## src/hdl/pjq_pkg.sv

```systemverilog
// pjq_pkg: types and constants for the priority job queue
// transfer payload structs, opcode and status codes, sequencer states
// no dependencies
`timescale 1ns / 1ps

package pjq_pkg;

    localparam int PRIO_W                = 8;
    localparam int DATA_W                = 32;
    localparam int COUNT_W               = 5;
    localparam int DEFAULT_QUEUE_DEPTH   = 16;
    localparam int DEFAULT_PAYLOAD_WIDTH = 32;

    typedef enum logic [1:0] {
        OP_ENQUEUE = 2'd0,
        OP_DEQUEUE = 2'd1,
        OP_PEEK    = 2'd2
    } opcode_t;

    typedef enum logic [1:0] {
        STATUS_OK        = 2'd0,
        STATUS_EMPTY     = 2'd1,
        STATUS_FULL      = 2'd2,
        STATUS_ZERO_PRIO = 2'd3
    } status_t;

    typedef enum logic [1:0] {
        S_IDLE,
        S_SCAN,
        S_SHIFT,
        S_FINISH
    } state_t;

    typedef struct packed {
        opcode_t             opcode;
        logic [PRIO_W-1:0]   in_priority;
        logic [DATA_W-1:0]   in_payload;
    } pjq_in_t;

    typedef struct packed {
        status_t             status;
        logic [PRIO_W-1:0]   out_priority;
        logic [DATA_W-1:0]   out_payload;
        logic [COUNT_W-1:0]  entry_count;
    } pjq_out_t;

endpackage

```

## src/hdl/priority_job_queue.sv

```systemverilog
// priority_job_queue: bounded queue of jobs, most urgent (smallest priority) served first
// uses pjq_pkg; holds the slot memory and the scan/shift sequencer
`timescale 1ns / 1ps

// Jobs sit in one slot memory in arrival order; the block takes one operation at a
// time and s_ready is high only while the sequencer is idle. Enqueue, a refused
// enqueue, an operation on an empty queue and the unused opcode go straight from
// idle to the finish state. Peek reads every queued entry once through the single
// read port and checks it with one comparator. Dequeue scans the same way and then
// moves every job behind the chosen one down a slot through the same port. A
// finished result waits in the output register while the next operation is already
// taken in.
module priority_job_queue
    import pjq_pkg::*;
#(
    parameter int QUEUE_DEPTH   = DEFAULT_QUEUE_DEPTH,
    parameter int PAYLOAD_WIDTH = DEFAULT_PAYLOAD_WIDTH
) (
    input  logic     aclk,
    input  logic     aresetn,
    input  logic     s_valid,
    output logic     s_ready,
    input  pjq_in_t  s_data,
    output logic     m_valid,
    input  logic     m_ready,
    output pjq_out_t m_data
);

    localparam int IDX_W   = (QUEUE_DEPTH > 1) ? $clog2(QUEUE_DEPTH) : 1;
    localparam int CNT_W   = $clog2(QUEUE_DEPTH + 1);
    localparam int ENTRY_W = PRIO_W + PAYLOAD_WIDTH;

    logic [ENTRY_W-1:0] mem [QUEUE_DEPTH];

    state_t                   state_reg, state_next;
    logic [CNT_W-1:0]         fill_reg, fill_next;
    logic [IDX_W-1:0]         idx_reg, idx_next;
    logic [IDX_W-1:0]         best_idx_reg, best_idx_next;
    logic [PRIO_W-1:0]        best_prio_reg, best_prio_next;
    logic [PAYLOAD_WIDTH-1:0] best_pay_reg, best_pay_next;
    logic                     deq_reg, deq_next;
    pjq_out_t                 res_reg, res_next;
    logic                     m_valid_reg, m_valid_next;
    pjq_out_t                 m_data_reg, m_data_next;
    logic [ENTRY_W-1:0]       rd_data_reg;

    logic                     mem_we;
    logic [IDX_W-1:0]         wr_addr;
    logic [ENTRY_W-1:0]       wr_data;
    logic [IDX_W-1:0]         rd_addr;

    logic [PRIO_W-1:0]        rd_prio;
    logic [PAYLOAD_WIDTH-1:0] rd_pay;
    logic                     take;

    assign rd_prio = rd_data_reg[ENTRY_W-1 -: PRIO_W];
    assign rd_pay  = rd_data_reg[PAYLOAD_WIDTH-1:0];

    assign m_valid = m_valid_reg;
    assign m_data  = m_data_reg;

    // slot memory: one write and one registered read per cycle
    always_ff @(posedge aclk) begin
        if (mem_we) begin
            mem[wr_addr] <= wr_data;
        end
        rd_data_reg <= mem[rd_addr];
    end

    always_ff @(posedge aclk) begin
        if (!aresetn) begin
            state_reg   <= S_IDLE;
            fill_reg    <= '0;
            m_valid_reg <= 1'b0;
        end else begin
            state_reg   <= state_next;
            fill_reg    <= fill_next;
            m_valid_reg <= m_valid_next;
        end
        idx_reg       <= idx_next;
        best_idx_reg  <= best_idx_next;
        best_prio_reg <= best_prio_next;
        best_pay_reg  <= best_pay_next;
        deq_reg       <= deq_next;
        res_reg       <= res_next;
        m_data_reg    <= m_data_next;
    end

    always_comb begin
        state_next     = state_reg;
        fill_next      = fill_reg;
        idx_next       = idx_reg;
        best_idx_next  = best_idx_reg;
        best_prio_next = best_prio_reg;
        best_pay_next  = best_pay_reg;
        deq_next       = deq_reg;
        res_next       = res_reg;
        m_data_next    = m_data_reg;
        m_valid_next   = m_valid_reg && !m_ready;
        s_ready        = 1'b0;
        mem_we         = 1'b0;
        wr_addr        = IDX_W'(fill_reg);
        wr_data        = {s_data.in_priority, PAYLOAD_WIDTH'(s_data.in_payload)};
        rd_addr        = idx_reg + IDX_W'(1);
        take           = 1'b0;

        case (state_reg)
            S_IDLE: begin
                s_ready = 1'b1;
                if (s_valid) begin
                    res_next.status       = STATUS_OK;
                    res_next.out_priority = '0;
                    res_next.out_payload  = '0;
                    state_next            = S_FINISH;
                    case (s_data.opcode)
                        OP_ENQUEUE: begin
                            if (s_data.in_priority == '0) begin
                                res_next.status = STATUS_ZERO_PRIO;
                            end else if (fill_reg == CNT_W'(QUEUE_DEPTH)) begin
                                res_next.status = STATUS_FULL;
                            end else begin
                                mem_we    = 1'b1;
                                fill_next = fill_reg + CNT_W'(1);
                            end
                        end
                        OP_DEQUEUE, OP_PEEK: begin
                            if (fill_reg == '0) begin
                                res_next.status = STATUS_EMPTY;
                            end else begin
                                rd_addr    = '0;
                                idx_next   = '0;
                                deq_next   = (s_data.opcode == OP_DEQUEUE);
                                state_next = S_SCAN;
                            end
                        end
                        default: begin
                            res_next.status = STATUS_OK;
                        end
                    endcase
                    res_next.entry_count = COUNT_W'(fill_next);
                end
            end

            S_SCAN: begin
                // rd_data_reg holds the entry at idx_reg; first entry seeds the minimum
                take = (idx_reg == '0) || (rd_prio < best_prio_reg);
                if (take) begin
                    best_idx_next  = idx_reg;
                    best_prio_next = rd_prio;
                    best_pay_next  = rd_pay;
                end
                idx_next = idx_reg + IDX_W'(1);
                if (CNT_W'(idx_reg) == fill_reg - CNT_W'(1)) begin
                    res_next.status       = STATUS_OK;
                    res_next.out_priority = best_prio_next;
                    res_next.out_payload  = DATA_W'(best_pay_next);
                    state_next            = S_FINISH;
                    if (deq_reg) begin
                        fill_next = fill_reg - CNT_W'(1);
                        // later entries move down one slot, oldest first
                        if (CNT_W'(best_idx_next) + CNT_W'(1) < fill_reg) begin
                            rd_addr    = best_idx_next + IDX_W'(1);
                            idx_next   = best_idx_next;
                            state_next = S_SHIFT;
                        end
                    end
                    res_next.entry_count = COUNT_W'(fill_next);
                end
            end

            S_SHIFT: begin
                // rd_data_reg holds the entry one slot above idx_reg
                mem_we   = 1'b1;
                wr_addr  = idx_reg;
                wr_data  = rd_data_reg;
                rd_addr  = idx_reg + IDX_W'(2);
                idx_next = idx_reg + IDX_W'(1);
                if (CNT_W'(idx_reg) == fill_reg - CNT_W'(1)) begin
                    state_next = S_FINISH;
                end
            end

            S_FINISH: begin
                if (!m_valid_reg || m_ready) begin
                    m_data_next  = res_reg;
                    m_valid_next = 1'b1;
                    state_next   = S_IDLE;
                end
            end

            default: begin
                state_next = S_IDLE;
            end
        endcase
    end

endmodule
```

## config.mk

```make
export PLATFORM = sky130hd
export DESIGN_NAME = priority_job_queue
export DESIGN_NICKNAME = d
export VERILOG_FILES = /design/src/hdl/pjq_pkg.sv /design/src/hdl/priority_job_queue.sv
export SDC_FILE = /design/constraint.sdc
export NUM_CORES = 1
export LEC_CHECK = 0
export BUFFER_PORTS_ARGS = -buffer_cell sky130_fd_sc_hd__buf_2
export CAP_MARGIN = 20
export CORE_ASPECT_RATIO = 1.4
export CORE_MARGIN = 2
export CORE_UTILIZATION = 65
export DETAILED_ROUTE_END_ITERATION = 12
export GPL_TIMING_DRIVEN = 0
export PLACE_DENSITY_LB_ADDON = 0.08
export SYNTH_ARGS = -nofsm -noshare
export SYNTH_HDL_FRONTEND = slang
export SYNTH_SLANG_ARGS = --single-unit
```

## constraint.sdc

```tcl
create_clock -name aclk -period 11.8 [get_ports aclk]
set_input_delay 1.18 -clock aclk [delete_from_list [all_inputs] [get_ports aclk]]
set_output_delay 1.18 -clock aclk [all_outputs]
set_load 0.005 [all_outputs]
```

==> impl_results.md, run 1 <==
* Final setup violation count at 0
* RSZ-0062 raised after global routing: false
* Die width at 195.4 um
* Area delta synth->final at 12.99%
* Largest net degree at the start of global routing at between 40 and 50
* Status: completed
* Post-synthesis sequential area ratio at between 70% and 80%
* Via-to-Cell Ratio at ~6.5
* Total CTS buffers at 74
* Worst r2r src: idx_reg[0]
* Area share of fa/ha/maj cells after synthesis at less than 1%
* Core area at a little over 0.05 mm2
* Synth async-reset ratio at 0%
* Crit-path most repeated cell: ha_1
* Post-Syn Instances at ~2,200
* Pre-CTS setup slack at ~5600 ps
* Hold Fails Final Rpt at 0
* Post-DP HPWL at ~53,000 um
* Die area at between 0.05 and 0.06 mm2
* Inst Count DP at ~3,000
* Setup ws final at 5444 ps
* CP cell instances: clkbuf_1, inv_1, ha_1, and2_1, o21ai_0, nand2_1, ha_1, xor2_1, ha_1, a21oi_1, o2111ai_1, nor2_2, a211o_1, o21ai_2, buf_2, buf_2, buf_1, nand2_1, a31oi_1, a221o_1
* ANT cells at 0
* DP Area at ~0.035 mm2
* 1st-pass router iterations at 5
* Number of global-route vias before repair at around 20,000
* Xor and xnor area share after synthesis at less than 1%
* Crit path kind: register to register
* Layout Cells excl Fill at around 3,100
* Global Route Usage Sum at between 30% and 40%
* Hold path startpoint: res_reg[0]
* Final-layout fill cell count at between 3,000 and 4,000
* Largest cells by area after synthesis: edfxtp_1 71%, mux2_2 3.8%, nand2_1 3.1%
* Startpoint types: register
* First-pass GRT wire length at approximately 120,000 um
* DRT iter0 DRCs at between 1,500 and 2,000
* Reg2Reg Depth at 20
* Crit. End Element: register
* FF-to-FF setup slack at roughly 5400 ps
* Final Critical Period at 6356 ps
* Worst-margin pin slew at roughly 1200 ps
* Remaining DRCs at 0
* CP Data Required Time at 12,350 ps
* Cell family with most CP delay: compound AO/OA/AOI/OAI gates
* Max-cap violations at 0
* Top Ports at between 90 and 100
* Worst path slowest cell: buf_1
* Post-Syn Area at roughly 0.033 mm2
* R2R Path End: rd_data_reg[11]
* Vias after detailed routing at around 20,000
* Std-Cell Rows at 98
* Worst hold stages at 0
* # clock sinks at ~830
* Register bit total from synthesis at approximately 830
* Worst slew margin at between 15 and 20%
* H-tree depth at 3
* Crit-path max cell delay at 630 ps
* Worst clock skew at approximately 28 ps
* Top FF cell, synth: edfxtp_1
* Post-cts hold buffer count at 0
* Nets@finish at 2,416
* Synth Warn # at 0
* Multiplexer area fraction after synthesis at under 10%
* Number of antenna-violating nets in the routed design at 0
* Largest area contributor in the netlist: edfxtp_1
* Compound-Gate Fraction of Synth Area at between 8 and 9%
* CP Data Arrival Time at ~6900 ps
* Setup TNS Final at 0 ps
* Post-CTS setup buffers at 0
* Buf+Inv Stages, Crit Path at 5
* Initial antenna violation count at 0
* Max frequency at about 160 MHz
* Max Buffers Root-to-Sink at 3
* CTS clk-pin slew, worst paths at approximately 60 ps
* Worst-Skew Late Latency at ~620 ps
* Max FFs per register at 640
* Layout cells sized above 1 at a little under a fifth
* Synth Area in Simple Gates at 8.120%
* Routed WL per cell at between 20 and 30 um
* Post-CTS Resized at 0
* CTS Root Cell: clkbuf_16
* Design area at 0.03768 mm2
* HP Class: register to register
* Yosys top cell area share at a little over two thirds
* Final wirelength at approximately 82,000 um
* Main combinational cell family by area after synthesis: compound AO/OA/AOI/OAI gates
* Worst Path Max Fanout at 10
* CTS tree: done
* PortBufs at 94
* Mean post-synth cell area at 15.49 um2
* Setup crit start: idx_reg[0]
* Tcrit/Tclk final at a little over half
* Initial Util at around 66%
* Mapped Nets at around 2,200
* DIE HEIGHT at 272.0 um
* Fin. max-slew vios at 0
* Placer Congestion at just under 0.9
* Congestion Overflow GR at 0
* Post-synth EDFFs at a little under 800
* Post-synthesis cell type count at 64
* Hold Path End: m_data[0]
==> worst max-delay path by stage <==
stage                      end  depth (start not counted)
2_1_floorplan  rd_data_reg[38]                         21
3_3_place_gp        mem[4][28]                          7
3_5_place_dp   rd_data_reg[11]                         20
4_1_cts        rd_data_reg[11]                         20
5_1_grt        rd_data_reg[11]                         20
6_report       rd_data_reg[11]                         20
==> synth_stat cells, types with 24 or more instances <==
master	number
a221o_1	40
buf_2	43
ha_1	24
nor2_1	35
dfxtp_1	48
and2_1	160
a31oi_1	83
a211oi_1	121
mux2_2	114
o32ai_1	40
nand2_1	279
mux2i_1	83
inv_1	28
edfxtp_1	783
o21ai_0	24
clkbuf_1	54
and3_1	45
==> placed cells by master (no fill, tap or decap), types with 6 or more instances in the layout <==
cell        instances
edfxtp_1          783
nand2_1           279
and2_1            160
buf_2             137
a211oi_1          121
mux2_2            114
a31oi_1            83
mux2i_1            83
clkbuf_16          78
clkbuf_1           76
dfxtp_1            48
and3_1             45
o32ai_1            40
a221o_1            40
inv_1              27
o21ai_0            24
ha_1               23
buf_6              21
nor2_1             18
nor2_4             17
a21oi_1            16
buf_12             15
clkinv_2           13
buf_1              10
nand3_1             8
nor3_1              8
buf_16              8
xnor2_1             7
xor2_1              6
o21a_1              6
clkinvlp_4          6
==> per-layer routing <==
metal,GRT usage (%),up-vias,wire length (um)
met2,54.77,948,41820
li1,-,8660,-
met1,38.89,9904,30420
met4,14.26,0,3430
met5,0,-,0
met3,4.235,226,5861
==> cells by family after synthesis <==
family,Yosys count
buf+inv,160
fa+ha+maj,24
xor+xnor,13
compound gates,370
mux,197
flops,831
simple gates,558
==> worst reg2reg max path, delay by kind of cell, from the launching register on <==
family                   cells  cell delay, ps
buffers and inverters        5            2080
XOR/XNOR                     1             200
flip-flops                   1             540
AND/OR/NAND/NOR              4             580
adder cells (fa/ha/maj)      3             830
AO/OA/AOI/OAI                7            2090
==> area by class of cell <==
cell class / count / area (um2) / share of cell area (%)
Clock inverter: 31 / 282.8 / 0.7505
Tap cell: 650 / 813.3 / 2.159
Clock buffer: 105 / 2103 / 5.583
Timing Repair Buffer: 117 / 991.0 / 2.630
Multi-Input combinational cell: 1162 / 8185 / 21.73
Sequential cell: 831 / 24470 / 64.96
Inverter: 28 / 105.1 / 0.2790
Buffer: 132 / 721.9 / 1.916
==> metrics by stage <==
stage / hold slack (ps) / util [%]
5_1_grt: 419.0 / 74.04
3_3_place_gp: 400.8 / 68.05
3_5_place_dp: 404.5 / 69.35
6_report: 418.4 / 74.04
2_1_floorplan: 400.3 / -
4_1_cts: 419.4 / 74.04
Power of run 1 is not shown: default switching activity piles up to over one toggle a cycle in this logic, so the estimate is an artifact.
==> run 2, diff against run 1 <==
--- a/config.mk
+++ b/config.mk
@@ -5,11 +5,12 @@
 export SDC_FILE = /design/constraint.sdc
 export NUM_CORES = 1
 export LEC_CHECK = 0
+export ABC_AREA = 1
 export BUFFER_PORTS_ARGS = -buffer_cell sky130_fd_sc_hd__buf_2
 export CAP_MARGIN = 20
 export CORE_ASPECT_RATIO = 1.4
 export CORE_MARGIN = 2
-export CORE_UTILIZATION = 65
+export CORE_UTILIZATION = 62
 export DETAILED_ROUTE_END_ITERATION = 12
 export GPL_TIMING_DRIVEN = 0
 export PLACE_DENSITY_LB_ADDON = 0.08
==> constraint.sdc (replaced) <==
create_clock -name aclk -period 6.6 [get_ports aclk]
set_input_delay 0.66 -clock aclk [delete_from_list [all_inputs] [get_ports aclk]]
set_output_delay 0.66 -clock aclk [all_outputs]
set_load 0.005 [all_outputs]
==> impl_results.md, run 2 <==
* Worst-Skew Late Latency at 630 ps (was 620 ps)
* Congestion Overflow GR at 0 (unchanged)
* Die width at 207.4 um (was 195.4 um)
* Reg2Reg Depth at 26 (was 20)
* Fin. max-slew vios at 0 (unchanged)
* CP Data Required Time at 7160 ps (was 12,350 ps)
* Top cells by count, synth: 783 x edfxtp_1, 735 x nand3_1, 643 x nand2_1 (was 783 x edfxtp_1, 279 x nand2_1, 160 x and2_1)
* Status: completed (unchanged)
* Largest net degree at the start of global routing at 48 (was 46)
* Hold path startpoint: aresetn (was res_reg[0])
* Core area at 0.05739 mm2 (was 0.05089 mm2)
* FF-to-FF setup slack at 680 ps (was 5440 ps)
* Post-cts hold buffer count at 0 (unchanged)
* Initial antenna violation count at 4 (was 0)
* Worst hold stages at 3 (was 0)
* CTS Root Cell: clkbuf_16 (unchanged)
* Worst clock skew at 25.44 ps (was 27.65 ps)
* Final Critical Period at 5920 ps (was 6356 ps)
* CP Data Arrival Time at 6480 ps (was 6900 ps)
* 1st-pass router iterations at 8 (was 5)
* Inst Count DP at 4,226 (was 2,920)
* Largest area contributor in the netlist: edfxtp_1 (unchanged)
* Crit. End Element: register (unchanged)
* Max FFs per register at 640 (unchanged)
* Post-DP HPWL at 73,410 um (was 52,740 um)
* Worst Path Max Fanout at 10 (unchanged)
* Post-synthesis cell type count at 44 (was 64)
* Worst-margin pin slew at 1177 ps (was 1231 ps)
* PortBufs at 94 (unchanged)
* Final wirelength at 103,600 um (was 81,530 um)
* Routed WL per cell at 23.69 um (was 26.68 um)
* Worst slew margin at 21.51% (was 17.90%)
* Layout cells sized above 1 at 12.07% (was 18.25%)
* Top Ports at 95 (unchanged)
* Final setup violation count at 0 (unchanged)
* Post-synthesis sequential area ratio at 68.13% (was 73.39%)
* HP Class: input port to register (was register to register)
* H-tree depth at 3 (unchanged)
* Nets@finish at 3,634 (was 2,416)
* Synth Warn # at 0 (unchanged)
* Worst r2r src: best_prio_reg[5] (was idx_reg[0])
* Crit path kind: register to register (unchanged)
* Std-Cell Rows at 104 (was 98)
* Final-layout fill cell count at 4,078 (was 3,070)
* Global Route Usage Sum at 34.50% (was 31.22%)
* First-pass GRT wire length at 150,900 um (was 121,700 um)
* Most frequent cells in the layout: 783 x edfxtp_1, 735 x nand3_1, 643 x nand2_1 (was 783 x edfxtp_1, 279 x nand2_1, 160 x and2_1)
* Hold Fails Final Rpt at 0 (unchanged)
* DRT iter0 DRCs at 2,930 (was 1,970)
* Post-synth EDFFs at 783 (unchanged)
* Hold Path End: fill_reg[4] (was m_data[0])
* Number of antenna-violating nets in the routed design at 0 (unchanged)
* RSZ-0062 raised after global routing: false (unchanged)
* Top FF cell, synth: edfxtp_1 (unchanged)
* Max frequency at 168.9 MHz (was 157.3 MHz)
* Top-count cell post-synth: edfxtp_1 (unchanged)
* Commonest non-fill, non-tap cell in the layout: edfxtp_1 (unchanged)
* Max-cap violations at 0 (unchanged)
* Vias after detailed routing at 25,630 (was 19,740)
* CTS tree: done (unchanged)
* DIE HEIGHT at 288.8 um (was 272.0 um)
* Number of global-route vias before repair at 25,000 (was 20,260)
* Via-to-Cell Ratio at 5.863 (was 6.459)
* # clock sinks at 831 (unchanged)
* Die area at 0.05991 mm2 (was 0.05315 mm2)
* Placer Congestion at 0.9316 (was 0.8795)
* R2R Path End: rd_data_reg[32] (was rd_data_reg[11])
* Max Buffers Root-to-Sink at 3 (unchanged)
* Total CTS buffers at 78 (was 74)
* Layout Cells excl Fill at 4,372 (was 3,056)
* Post-Syn Area at 0.03592 mm2 (was 0.03335 mm2)
* CTS clk-pin slew, worst paths at 60 ps (about the same)
* Register bit total from synthesis at 831 (unchanged)
* Finished Core Util at 71.22% (was 74.04%)
* Largest cells by area after synthesis: edfxtp_1 65%, nand3_1 10%, nand2_1 6.7% (was edfxtp_1 71%, mux2_2 3.8%, nand2_1 3.1%)
* Mapped Nets at 3,388 (was 2,223)
* Mean post-synth cell area at 10.83 um2 (was 15.49 um2)
* Post-CTS setup buffers at 0 (unchanged)
* Remaining DRCs at 0 (unchanged)
* Initial Util at 62.60% (was 65.53%)
* Post-Syn Instances at 3,318 (was 2,153)
* Yosys top cell area share at 65.45% (was 70.51%)
* Synth async-reset ratio at 0% (unchanged)
* Area delta synth->final at 13.77% (was 12.99%)
* Startpoint types: register (unchanged)
* Tcrit/Tclk final at 89.69% (was 53.86%)
* Post-CTS Resized at 0 (unchanged)
## run 2: kinds of logic after synthesis
family / after synthesis / synth area share, %
xor+xnor: 11 / 0.2891
buf+inv: 738 / 8.317
compound gates: 141 / 2.215
simple gates: 1573 / 20.22
fa+ha+maj: 24 / 0.8359
flops: 831 / 68.13
## run 2: worst max-delay path by stage
stage	from	end	cells after the start
floorplan	s_data[41]	mem[10][0]	10
global route	best_prio_reg[5]	rd_data_reg[32]	26
finish	best_prio_reg[5]	rd_data_reg[32]	26
CTS	best_prio_reg[5]	rd_data_reg[37]	27
global placement	s_data[39]	mem[8][7]	11
detailed placement	best_prio_reg[5]	rd_data_reg[31]	27
## run 2: layout make-up
cell class | instances | area, um2 | area share (%)
Buffer | 192 | 935.9 | 2.290
Inverter | 546 | 2052 | 5.021
Multi-Input combinational cell | 1749 | 8586 | 21.01
Clock buffer | 108 | 2200 | 5.382
Sequential cell | 831 | 24470 | 59.88
Clock inverter | 37 | 349.1 | 0.8542
Timing Repair Buffer | 166 | 1343 | 3.285
Antenna cell | 1 | 2.502 | 0.006123
Tap cell | 742 | 928.4 | 2.272
## run 2: worst max-delay path, cell delays in order (launching register included)
cell and delay [ps]:
edfxtp_1 390, inv_1 80, ha_1 240, a21oi_1 160, nor2_1 50, nor3_1 150
nand2_1 170, nand2_1 190, buf_2 300, a21oi_1 190, ha_1 240, or2_2 290
nand2_1 100, inv_1 50, ha_1 280, a21oi_1 130, nor2_1 80, a2111oi_4 360
nand4_1 160, nand2_1 100, nand2_2 80, a21oi_4 470, buf_1 880, nand3_1 150
nand3_1 170, nand3_1 220, nand2_1 170
## run 2: through the flow
step	hold slack (ps)	cell area [um2]	setup WS [ps]	setup TNS, ps
finish	343.6	40870	680.4	0
global route	366.5	40870	406.0	0
CTS	325.1	40870	861.2	0
detailed placement	404.5	38320	879.9	0
global placement	401.8	37320	-2126	-314030
floorplan	400.3	35920	1724	0
## run 2: routing by layer
metal  track usage, %  vias to the layer above  wire length [um]
li1                 -                    11650                 -
met1            41.14                    12210             36530
met2            58.35                     1413             50250
met3            5.496                      366              9307
met4            23.41                        2              7461
met5                0                        -                13
Power of run 2 is left out for the same reason.
